--- src/rtl/core/owm_pkg.sv ---
package owm_pkg;

  // Command codes carried in req_type
  localparam logic [2:0] CMD_TICK    = 3'd0;
  localparam logic [2:0] CMD_RESET   = 3'd1;
  localparam logic [2:0] CMD_WRITE   = 3'd2;
  localparam logic [2:0] CMD_READ    = 3'd3;
  localparam logic [2:0] CMD_MEASURE = 3'd4;

  // Configuration register indexes
  localparam logic [1:0] REG_RESET_LOW   = 2'd0;
  localparam logic [1:0] REG_PRES_SAMPLE = 2'd1;
  localparam logic [1:0] REG_RESET_REC   = 2'd2;
  localparam logic [1:0] REG_CONV_WAIT   = 2'd3;

  // Register reset values
  localparam logic [15:0] RESET_LOW_DEF   = 16'd500;
  localparam logic [15:0] PRES_SAMPLE_DEF = 16'd100;
  localparam logic [15:0] RESET_REC_DEF   = 16'd400;
  localparam logic [19:0] CONV_WAIT_DEF   = 20'd55000;

  // ROM and function command bytes
  localparam logic [7:0] OW_SKIP_ROM   = 8'hCC;
  localparam logic [7:0] OW_CONVERT    = 8'h44;
  localparam logic [7:0] OW_READ_SCRPD = 8'hBE;

  // Slot timing in ticks
  localparam logic [19:0] WR_LOW_END   = 20'd5;
  localparam logic [19:0] WR_SLOT_END  = 20'd60;
  localparam logic [19:0] RD_LOW_END   = 20'd2;
  localparam logic [19:0] RD_SAMPLE_AT = 20'd10;
  localparam logic [19:0] RD_SLOT_END  = 20'd15;

  // Temperature sequence steps of interest
  localparam logic [3:0] STEP_SINGLE = 4'd0;
  localparam logic [3:0] STEP_FIRST  = 4'd1;
  localparam logic [3:0] STEP_LAST   = 4'd9;

  typedef enum logic [2:0] {
    PH_IDLE  = 3'd0,
    PH_RLOW  = 3'd1,
    PH_RWAIT = 3'd2,
    PH_RREC  = 3'd3,
    PH_WSLOT = 3'd4,
    PH_RSLOT = 3'd5,
    PH_CWAIT = 3'd6
  } owm_phase_t;

  typedef struct packed {
    owm_phase_t   phase;
    logic [19:0]  tick_count;
    logic [2:0]   bit_index;
    logic [7:0]   shift_byte;
    logic [3:0]   seq_step;
    logic [15:0]  raw_temp;
    logic         presence;
    logic [7:0]   last_read;
  } owm_state_t;

  typedef struct packed {
    logic [15:0] reset_low_ticks;
    logic [15:0] presence_sample_ticks;
    logic [15:0] reset_recovery_ticks;
    logic [19:0] conversion_wait_ticks;
  } owm_cfg_t;

  typedef struct packed {
    logic               pull_low;
    logic               busy_res;
    logic               done_res;
    logic               presence;
    logic [7:0]         read_value;
    logic signed [15:0] temperature_tenths;
    logic               command_rejected;
  } owm_result_t;

endpackage

--- src/rtl/core/owm_step.sv ---
module owm_step (
  input  owm_pkg::owm_state_t  state_i,
  input  owm_pkg::owm_cfg_t    cfg_i,
  input  logic [2:0]           req_type_i,
  input  logic [7:0]           write_data_i,
  input  logic                 line_level_i,
  output owm_pkg::owm_state_t  state_o,
  output owm_pkg::owm_result_t res_o
);
  import owm_pkg::*;

  owm_state_t  s;
  logic        rej;
  logic        pull;
  logic        busy;
  logic        done;
  logic        ends;
  logic [20:0] tick_inc;
  logic [19:0] t;
  logic [15:0] half_deg;

  // Start the phase belonging to the current sequence step
  function automatic owm_state_t begin_step(input owm_state_t st);
    owm_state_t r;
    r = st;
    r.tick_count = '0;
    r.bit_index  = '0;
    unique case (st.seq_step)
      4'd1, 4'd5: r.phase = PH_RLOW;
      4'd2, 4'd6: begin
        r.phase = PH_WSLOT;
        r.shift_byte = OW_SKIP_ROM;
      end
      4'd3: begin
        r.phase = PH_WSLOT;
        r.shift_byte = OW_CONVERT;
      end
      4'd4: r.phase = PH_CWAIT;
      4'd7: begin
        r.phase = PH_WSLOT;
        r.shift_byte = OW_READ_SCRPD;
      end
      default: begin
        r.phase = PH_RSLOT;
        r.shift_byte = '0;
      end
    endcase
    return r;
  endfunction

  // Unit end: back to idle for a single command or the last step, else next step
  function automatic owm_state_t finish_unit(input owm_state_t st, output logic fin);
    owm_state_t r;
    r = st;
    r.tick_count = '0;
    r.bit_index  = '0;
    if (st.seq_step == STEP_SINGLE || st.seq_step >= STEP_LAST) begin
      r.phase    = PH_IDLE;
      r.seq_step = STEP_SINGLE;
      fin        = 1'b1;
    end else begin
      r.seq_step = st.seq_step + 4'd1;
      r          = begin_step(r);
      fin        = 1'b0;
    end
    return r;
  endfunction

  always_comb begin
    s    = state_i;
    rej  = 1'b0;
    pull = 1'b0;
    done = 1'b0;
    ends = 1'b0;

    // Command intake, only when idle
    if (req_type_i >= CMD_RESET && req_type_i <= CMD_MEASURE) begin
      if (s.phase != PH_IDLE) begin
        rej = 1'b1;
      end else begin
        s.seq_step   = STEP_SINGLE;
        s.tick_count = '0;
        s.bit_index  = '0;
        unique case (req_type_i)
          CMD_RESET: s.phase = PH_RLOW;
          CMD_WRITE: begin
            s.phase = PH_WSLOT;
            s.shift_byte = write_data_i;
          end
          CMD_READ: begin
            s.phase = PH_RSLOT;
            s.shift_byte = '0;
          end
          default: begin
            s.seq_step = STEP_FIRST;
            s = begin_step(s);
          end
        endcase
      end
    end

    busy     = (s.phase != PH_IDLE);
    t        = s.tick_count;
    tick_inc = {1'b0, s.tick_count} + 21'd1;

    // Phase work for this tick
    unique case (s.phase)
      PH_IDLE: ;
      PH_RLOW: begin
        pull = 1'b1;
        if (tick_inc >= {5'd0, cfg_i.reset_low_ticks}) begin
          s.phase = PH_RWAIT;
          s.tick_count = '0;
          s.bit_index = '0;
        end else begin
          s.tick_count = tick_inc[19:0];
        end
      end
      PH_RWAIT: begin
        if (tick_inc >= {5'd0, cfg_i.presence_sample_ticks}) begin
          s.phase = PH_RREC;
          s.tick_count = '0;
          s.bit_index = '0;
        end else begin
          s.tick_count = tick_inc[19:0];
        end
      end
      PH_RREC: begin
        if (t == '0) s.presence = ~line_level_i;
        if (tick_inc >= {5'd0, cfg_i.reset_recovery_ticks}) begin
          s = finish_unit(s, ends);
          done = ends;
        end else begin
          s.tick_count = tick_inc[19:0];
        end
      end
      PH_CWAIT: begin
        if (tick_inc >= {1'b0, cfg_i.conversion_wait_ticks}) begin
          s = finish_unit(s, ends);
          done = ends;
        end else begin
          s.tick_count = tick_inc[19:0];
        end
      end
      PH_WSLOT: begin
        if (t < WR_LOW_END) pull = 1'b1;
        else if (t < WR_SLOT_END) pull = ~s.shift_byte[0];
        if (t >= WR_SLOT_END) begin
          if (s.bit_index == 3'd7) begin
            s = finish_unit(s, ends);
            done = ends;
          end else begin
            s.bit_index = s.bit_index + 3'd1;
            s.tick_count = '0;
            s.shift_byte = {1'b0, s.shift_byte[7:1]};
          end
        end else begin
          s.tick_count = tick_inc[19:0];
        end
      end
      PH_RSLOT: begin
        if (t < RD_LOW_END) pull = 1'b1;
        if (t == RD_SAMPLE_AT) s.shift_byte = {line_level_i, s.shift_byte[7:1]};
        if (t >= RD_SLOT_END) begin
          if (s.bit_index == 3'd7) begin
            if (s.seq_step == STEP_LAST) s.raw_temp = {s.shift_byte, s.last_read};
            s.last_read = s.shift_byte;
            s = finish_unit(s, ends);
            done = ends;
          end else begin
            s.bit_index = s.bit_index + 3'd1;
            s.tick_count = '0;
          end
        end else begin
          s.tick_count = tick_inc[19:0];
        end
      end
      default: s.phase = PH_IDLE;
    endcase

    // Half degrees times five gives tenths
    half_deg = {{3{s.raw_temp[15]}}, s.raw_temp[15:3]};

    state_o                  = s;
    res_o.pull_low           = pull;
    res_o.busy_res           = busy;
    res_o.done_res           = done;
    res_o.presence           = s.presence;
    res_o.read_value         = s.last_read;
    res_o.temperature_tenths = signed'({half_deg[13:0], 2'b00} + half_deg);
    res_o.command_rejected   = rej;
  end

endmodule

--- src/rtl/core/onewire_temperature_master.sv ---
// One-wire bus master, one bus tick per input item.
// Latency: the result of an item is in the output register the cycle after acceptance.
// Throughput: one item per cycle while out_tready is high; the tick step
// is a single combinational pass between the state registers and the result register.
// Reset (rst_n low, synchronous): idle, counters and captured values cleared,
// timing registers back to their defaults, output register empty.
module onewire_temperature_master (
  input  logic        clk,
  input  logic        rst_n,
  // write_data[7:0], line_level[8], zero pad [15:9]
  input  logic [15:0] in_tdata,
  // req_type[2:0]
  input  logic [2:0]  in_tuser,
  input  logic        in_tvalid,
  output logic        in_tready,
  // pull_low[0], busy_res[1], done_res[2], presence[3], read_value[11:4],
  // temperature_tenths[27:12], command_rejected[28], zero pad [31:29]
  output logic [31:0] out_tdata,
  output logic        out_tvalid,
  input  logic        out_tready,
  input  logic        cfg_we,
  input  logic [1:0]  cfg_index,
  input  logic [19:0] cfg_wdata
);
  import owm_pkg::*;

  owm_state_t  state_r;
  owm_state_t  state_nxt;
  owm_cfg_t    cfg_r;
  owm_result_t res;
  logic [31:0] out_data_r;
  logic        out_valid_r;
  logic        accept;

  assign in_tready  = ~out_valid_r | out_tready;
  assign accept     = in_tvalid & in_tready;
  assign out_tdata  = out_data_r;
  assign out_tvalid = out_valid_r;

  owm_step u_step (
    .state_i      (state_r),
    .cfg_i        (cfg_r),
    .req_type_i   (in_tuser),
    .write_data_i (in_tdata[7:0]),
    .line_level_i (in_tdata[8]),
    .state_o      (state_nxt),
    .res_o        (res)
  );

  // Timing registers
  always_ff @(posedge clk) begin
    if (!rst_n) begin
      cfg_r.reset_low_ticks       <= RESET_LOW_DEF;
      cfg_r.presence_sample_ticks <= PRES_SAMPLE_DEF;
      cfg_r.reset_recovery_ticks  <= RESET_REC_DEF;
      cfg_r.conversion_wait_ticks <= CONV_WAIT_DEF;
    end else if (cfg_we) begin
      unique case (cfg_index)
        REG_RESET_LOW:   cfg_r.reset_low_ticks       <= cfg_wdata[15:0];
        REG_PRES_SAMPLE: cfg_r.presence_sample_ticks <= cfg_wdata[15:0];
        REG_RESET_REC:   cfg_r.reset_recovery_ticks  <= cfg_wdata[15:0];
        REG_CONV_WAIT:   cfg_r.conversion_wait_ticks <= cfg_wdata;
        default: ;
      endcase
    end
  end

  // Bus state advances once per accepted item
  always_ff @(posedge clk) begin
    if (!rst_n) begin
      state_r <= '0;
    end else if (accept) begin
      state_r <= state_nxt;
    end
  end

  // Result register
  always_ff @(posedge clk) begin
    if (!rst_n) begin
      out_valid_r <= 1'b0;
    end else if (accept) begin
      out_valid_r <= 1'b1;
    end else if (out_tready) begin
      out_valid_r <= 1'b0;
    end
  end

  always_ff @(posedge clk) begin
    if (accept) begin
      out_data_r <= {3'b000, res.command_rejected, res.temperature_tenths,
                     res.read_value, res.presence, res.done_res,
                     res.busy_res, res.pull_low};
    end
  end

endmodule
--- config.mk ---
export PLATFORM = sky130hd
export DESIGN_NAME = onewire_temperature_master
export DESIGN_NICKNAME = d
export VERILOG_FILES = /design/src/rtl/core/owm_pkg.sv /design/src/rtl/core/owm_step.sv /design/src/rtl/core/onewire_temperature_master.sv
export SDC_FILE = /design/constraint.sdc
export NUM_CORES = 1
export LEC_CHECK = 0
export BUFFER_PORTS_ARGS = -buffer_cell sky130_fd_sc_hd__buf_4
export CAP_MARGIN = 20
export CORE_MARGIN = 2
export CORE_UTILIZATION = 50
export DETAILED_ROUTE_END_ITERATION = 7
export PLACE_DENSITY = 0.71
export SYNTH_ARGS = -nofsm -noshare
export SYNTH_HDL_FRONTEND = slang
export SYNTH_SLANG_ARGS = --single-unit
--- constraint.sdc ---
create_clock -name clk -period 7.35 [get_ports clk]
set_input_delay 1.47 -clock clk [delete_from_list [all_inputs] [get_ports clk]]
set_output_delay 1.47 -clock clk [all_outputs]
set_load 0.02 [all_outputs]
==> results of run 1 <==
[how the worst max path moves through the flow]
stage	to	from
6_report	state_r[49]	in_tuser[0]
3_5_place_dp	out_tdata[25]	in_tuser[0]
4_1_cts	out_tdata[26]	in_tuser[0]
5_1_grt	state_r[38]	in_tuser[0]
3_3_place_gp	out_tdata[25]	in_tuser[0]
2_1_floorplan	out_tdata[25]	in_tuser[2]
[per-stage QoR]
| step | hold WS (ns) | instance area (um2) | utilization, % |
|---|---|---|---|
| final | 0.465 | 11700 | 57.4 |
| after global routing | 0.490 | 11700 | 57.4 |
| after CTS | 0.468 | 11700 | 57.4 |
| after detailed placement | 0.460 | 11100 | 54.7 |
| after global placement | 0.452 | 11100 | 54.7 |
| after floorplan | 0.443 | 10500 | - |
[routing by layer]
metal | GRT usage (%) | part of all wire [%] | vias to the layer above
li1 | - | - | 4653
met1 | 33.2 | 45 | 4334
met2 | 40.7 | 48 | 299
met3 | 3.10 | 5.2 | 41
met4 | 9.19 | 1.9 | 0
met5 | 0 | 0 | -
[placed cells by master (no fill, tap or decap), types with 7 or more instances in the layout]
cell and instances:
a211oi_1 7, a21boi_0 65, a21o_1 23, a21oi_1 60, a31oi_1 12, a32oi_1 17, and2_1 8, and3_1 8
buf_4 92, clkbuf_16 17, dfxtp_1 129, edfxtp_1 29, ha_1 91, inv_1 85, mux2i_1 10, nand2_1 243
nand2b_1 12, nand3_1 37, nand4_1 14, nor2_1 71, nor2b_1 27, nor3_1 16, nor3b_1 9, nor4_1 7
o211ai_1 23, o21ai_0 77, o21ai_1 9, o31ai_1 13, or2_2 9, or3_1 9, xnor2_1 21, xor2_1 15
[worst max-delay path, cell delays in order]
cell       delay, ns
buf_4           0.17
nor3_2          0.40
or3_1           0.29
nand2_1         0.15
inv_1           0.13
ha_1            0.36
and3_1          0.31
nand3_1         0.12
xnor2_1         0.16
nor2_1          0.10
ha_1            0.36
nand4_1         0.12
or4_1           0.61
a31o_2          0.28
a21oi_1         0.38
o21ai_1         0.27
nand4bb_1       0.25
buf_4           0.22
a32oi_1         0.24
nor2b_1         0.08
[cell families after synthesis]
kind of cell / Yosys count / share of synthesized area [%]
AO/OA/AOI/OAI: 346 / 22.2
XOR/XNOR: 36 / 3.02
adder cells (fa/ha/maj): 96 / 11.5
buffers and inverters: 165 / 6.47
flip-flops: 158 / 33.1
multiplexers: 14 / 1.43
other: 1 / 0.0359
AND/OR/NAND/NOR: 493 / 22.3
[layout make-up]
type	count	area, um2
Clock buffer	18	439
Sequential cell	158	3450
Timing Repair Buffer	92	691
Tap cell	270	338
Clock inverter	14	116
Multi-Input combinational cell	988	6340
Fill cell	1896	8670
Inverter	86	323
[state kept, by name, indices dropped and copies added, names as in the netlist]
signal	count
state_r	60
out_tdata	29
cfg_r	68
out_tvalid	1
[where the power goes]
part | internal, mW | switching, mW
Clock | 0.475 | 0.380
Sequential | 0.918 | 0.0190
Combinational | 0.120 | 0.231
==> reports/metrics.csv, run 1 <==
metric,value,unit
die-height,149,um
cp.required,7.66,ns
first_global_vias,8623,
synth_top_area_share,24.7,%
end_kind,flip-flop,
cts_buffer_depth,2,
max_slew_margin,31.9,%
tns,0,ns
hpwlAfterDp,19000,um
finalNetCount,1481,
power_density,183,nW/um2
drc_errors,0,
synth-main-ff-cell,dfxtp_1,
start_util,51.3,%
antenna_found_initial,0,
layout-drive-gt1-share,11.7,%
drt_iter0_markers,742,
place_congestion,0.949,
cts.sinks,158,
grt_overflow_total,0,
tightest_slew,1.02,ns
cts_hold_buffers,0,
critPathLaunchType,primary input,
cts_setup_buffers,0,
ant_nets,0,
rsz0062_at_grt,no,
min_period,6.18,ns
antenna_cells,0,
max_freq,0.162,GHz
reg2reg_depth,19,
synth_common_cells,"nand2_1 (243), dfxtp_1 (129), ha_1 (91)",
synth_edf_count,29,
vias,9327,
status,completed,
finalHoldViolCount,0,
synth_top_cell_by_area,dfxtp_1,
rrSetupSlack,1.57,ns
die_x,149,um
area_growth,12.0,%
ir_drop,162,uV
ys_seq_elements,158,
die_area,22100,um2
routed_wl,26800,um
setup_viol,0,
avgSynthCellArea,7.98,um2
place_ws,0.747,ns
fin_crit_sh,84.1,%
h-tree-depth,4,
drv_slew,0,
finalWorstSetupSlack,1.17,ns
rows,52,
p_total,2.14,mW
power_leakage,4.82,nW
synth.most_common_cell,nand2_1,
yosys-top-cells-area,"dfxtp_1 (25%), ha_1 (11%), nand2_1 (8.7%)",
yosysWarnings,0,
cts.clk_slew.worst_paths,0.06,ns
cts_root_buf,clkbuf_16,
via_per_inst,5.74,
path_max_fanout,20,
maxCapViolCount,0,
holdPathStages,2,
routedWlPerCell,16.5,um
placed_cells,1594,
rr_startpoint,state_r[60],
hp-class,reg2reg,
syn_inst,1309,
critical_path_arrival,6.50,ns
cts_tree,done,
grt_max_degree,117,
ys_seq_area_share,33.1,%
whs_endpoint,cfg_r[66],
hp-start,cfg_r[66],
cts_made_buffers,17,
clk_latency,0.43,ns
cts.repair.resized,0,
synth_cell_types,77,
final_cells,1626,
pin_count,80,
async_flop_share,0,%
coreArea,20400,um2
grt_first_pass_wirelength,43700,um
io_buffers,69,
rr_endpoint,state_r[49],
gr-usage-all-layers,24.7,%
first_pass_iters,7,
critPathKind,in2reg,
synth_area,10400,um2
finClkSkew,0.0119,ns
(Power assumes the default switching activity.)
==> run 2, diff against run 1 <==
--- a/config.mk
+++ b/config.mk
@@ -5,12 +5,13 @@
 export SDC_FILE = /design/constraint.sdc
 export NUM_CORES = 1
 export LEC_CHECK = 0
+export ABC_AREA = 1
 export BUFFER_PORTS_ARGS = -buffer_cell sky130_fd_sc_hd__buf_4
 export CAP_MARGIN = 20
 export CORE_MARGIN = 2
 export CORE_UTILIZATION = 50
 export DETAILED_ROUTE_END_ITERATION = 7
-export PLACE_DENSITY = 0.71
+export PLACE_DENSITY = 0.74
 export SYNTH_ARGS = -nofsm -noshare
 export SYNTH_HDL_FRONTEND = slang
 export SYNTH_SLANG_ARGS = --single-unit
==> constraint.sdc (replaced) <==
create_clock -name clk -period 5.1 [get_ports clk]
set_input_delay 1.02 -clock clk [delete_from_list [all_inputs] [get_ports clk]]
set_output_delay 1.02 -clock clk [all_outputs]
set_load 0.02 [all_outputs]
==> reports/metrics.csv, run 2 <==
metric,value,unit,change
coreArea,21800,um2,was 20400 um2
final_common_cell,nand2_1,,unchanged
yosys.area_share.xor_xnor,1.67,%,was 3.02%
drc_errors,0,,unchanged
drt_iter0_markers,879,,was 742
grt_overflow_total,0,,unchanged
power_leakage,6.05,nW,was 4.82 nW
finalHoldViolCount,0,,unchanged
synth_top_family_by_area,simple AND/OR/NAND/NOR gates,,unchanged
holdPathStages,2,,unchanged
layout_common_cells,"nand2_1 (288), inv_1 (247), o21ai_0 (180), a21oi_1 (153), nor2_1 (135)",,"was nand2_1 (243), dfxtp_1 (129), buf_4 (92), ha_1 (91), inv_1 (85)"
cts_buffer_depth,2,,unchanged
rsz0062_at_grt,no,,unchanged
crit_top_cell,nor2_1,,
die_area,23300,um2,was 22100 um2
cp.required,5.42,ns,was 7.66 ns
rr_endpoint,state_r[33],,was state_r[49]
syn_inst,1604,,was 1309
h-tree-depth,4,,unchanged
ys_seq_elements,158,,unchanged
synth_top_area_share,23.4,%,was 24.7%
path_max_fanout,4,,was 20
cts.clk_slew.worst_paths,0.07,ns,was 0.06 ns
largest_reg_flops,68,,unchanged
antenna_cells,0,,unchanged
whs_endpoint,cfg_r[45],,was cfg_r[66]
yosys-top-cells-area,"dfxtp_1 (23%), ha_1 (10%), nand2_1 (9.8%)",,"was dfxtp_1 (25%), ha_1 (11%), nand2_1 (8.7%)"
avgSynthCellArea,6.89,um2,was 7.98 um2
cpPeakStageDelay,0.30,ns,was 0.61 ns
critPathKind,in2reg,,unchanged
cts_root_buf,clkbuf_16,,unchanged
gr-usage-all-layers,26.2,%,was 24.7%
antenna_found_initial,0,,unchanged
first_global_vias,9815,,was 8623
routed_wl,30300,um,was 26800 um
finalNetCount,1827,,was 1481
die_x,153,um,was 149 um
clk_latency,0.44,ns,was 0.43 ns
ys_seq_area_share,31.3,%,was 33.1%
grt_max_degree,92,,was 117
maxCapViolCount,0,,unchanged
rows,54,,was 52
tightest_slew,0.995,ns,was 1.02 ns
grt_first_pass_wirelength,50100,um,was 43700 um
synth_common_cells,"nand2_1 (288), inv_1 (248), o21ai_0 (180)",,"was nand2_1 (243), dfxtp_1 (129), ha_1 (91)"
postLayoutCoreUtil,57.9,%,was 57.4%
ir_drop,223,uV,was 162 uV
max_freq,0.211,GHz,
rr_startpoint,state_r[61],,was state_r[60]
fillers,2067,,was 1896
area_growth,14.1,%,was 12.0%
hp-start,cfg_r[45],,was cfg_r[66]
drv_slew,0,,unchanged
synth_cell_types,58,,was 77
cts_hold_buffers,0,,unchanged
via_per_inst,5.44,,was 5.74
regMostFlops,cfg_r,,unchanged
synth_edf_count,29,,unchanged
pin_count,80,,unchanged
synth_adder_area_share,10.5,%,was 11.5%
cts_made_buffers,17,,unchanged
reg2reg_depth,28,,was 19
min_period,4.74,ns,
crit_slowest_cell,ha_1,,was or4_1
status,completed,,unchanged
routedWlPerCell,15.3,um,was 16.5 um
synth_area,11000,um2,was 10400 um2
setup_viol,0,,unchanged
max_slew_margin,33.5,%,was 31.9%
cts_tree,done,,unchanged
p_total,4.02,mW,was 2.14 mW
synth-main-ff-cell,dfxtp_1,,unchanged
first_pass_iters,6,,was 7
cts.sinks,158,,unchanged
critPathLaunchType,primary input,,unchanged
end_kind,flip-flop,,unchanged
die-height,153,um,was 149 um
synth.most_common_cell,nand2_1,,unchanged
yosysWarnings,0,,unchanged
ant_nets,0,,unchanged
critPathTopFamily,simple AND/OR/NAND/NOR gates,,unchanged
finClkSkew,0.0136,ns,was 0.0119 ns
power_density,318,nW/um2,was 183 nW/um2
vias,10800,,was 9327
rrSetupSlack,0.71,ns,was 1.57 ns
start_util,50.8,%,was 51.3%
critical_path_arrival,5.06,ns,was 6.50 ns
hpwlAfterDp,22900,um,was 19000 um
place_congestion,0.941,,was 0.949
hp-class,reg2reg,,unchanged
layout-drive-gt1-share,13.6,%,was 11.7%
muxShareOfSynthArea,0.362,%,was 1.43%
io_buffers,69,,unchanged
synth-compound-area-share,20.0,%,was 22.2%
fin_crit_sh,93.0,%,
synth_top_cell_by_area,dfxtp_1,,unchanged
yosys.area_share.simple,24.9,%,was 22.3%
async_flop_share,0,%,unchanged
path_buf_inv,7,,was 3
[run 2: cell count changes in the layout (fill, tap and decap cells not counted), moves of 21 or more]
cell | before | now
a21boi_0 | 65 | 1
a21o_1 | 23 | 1
a21oi_1 | 60 | 153
buf_4 | 92 | 117
inv_1 | 85 | 247
nand2_1 | 243 | 288
nand3_1 | 37 | 75
nor2_1 | 71 | 135
nor2_2 | 1 | 22
nor2b_1 | 27 | 0
o21ai_0 | 77 | 180
[run 2: through the flow]
stage	hold slack (ns)	instance area [um2]	setup TNS (ns)	worst slack, ns	instances
6_report	0.463	12600	0	0.358	1982
5_1_grt	0.476	12600	0	0.00791	1982
4_1_cts	0.465	12600	0	0.412	1982
3_5_place_dp	0.455	12000	-0.0184	-0.0184	1950
3_3_place_gp	0.447	12000	0	0.0533	1950
2_1_floorplan	0.435	11100	0	0.369	1606
[run 2: cell type report]
cell class | instances | area [um2] | area share, %
Clock buffer | 19 | 433 | 3.43
Tap cell | 280 | 350 | 2.78
Timing Repair Buffer | 118 | 898 | 7.13
Inverter | 265 | 995 | 7.89
Multi-Input combinational cell | 1129 | 6350 | 50.4
Clock inverter | 13 | 123 | 0.973
Sequential cell | 158 | 3450 | 27.4
[run 2: metal layers]
metal | global-route usage [%] | wire length, um
met5 | 0 | 0
met4 | 6.61 | 549
met3 | 4.61 | 1950
met2 | 40.4 | 13300
met1 | 37.9 | 14500
[run 2: how the worst max path moves through the flow]
stage	slack (ns)	startpoint	depth (start not counted)	endpoint
4_1_cts	0.41	in_tuser[0]	32	state_r[33]
5_1_grt	0.008	in_tuser[0]	33	state_r[52]
2_1_floorplan	0.37	in_tuser[0]	29	state_r[36]
3_5_place_dp	-0.02	in_tuser[0]	32	state_r[33]
3_3_place_gp	0.05	in_tuser[0]	32	state_r[33]
6_report	0.36	in_tuser[0]	28	state_r[33]
[run 2: power breakdown]
part           total, mW  internal [mW]  switching [mW]
Combinational       1.34          0.435           0.909
Clock               1.25          0.648           0.599
Sequential          1.42           1.38          0.0477
[run 2: cell families (layout without fill, tap and decap cells)]
kind of cell | after synthesis | count (layout)
buffers and inverters | 319 | 415
flip-flops | 158 | 158
other | 1 | 3
XOR/XNOR | 21 | 21
AND/OR/NAND/NOR | 601 | 601
adder cells (fa/ha/maj) | 92 | 92
multiplexers | 4 | 4
AO/OA/AOI/OAI | 408 | 408
[run 2: worst register-to-register path: cells and delay by family, from the launching register on]
kind | cells | cell delay [ns]
AOI/OAI and AO/OA | 2 | 0.25
xor gates and xnor gates | 1 | 0.20
and+or+nand+nor | 17 | 2.12
adders and majority gates | 2 | 0.54
buffers and inverters | 6 | 0.75
DFF | 1 | 0.41
[run 2: timing repair]
action,4_1_cts,5_1_grt
gates resized for setup,0,1
buffers inserted,0,0
setup endpoints to repair,0,7
endpoints found under the hold margin,0,0
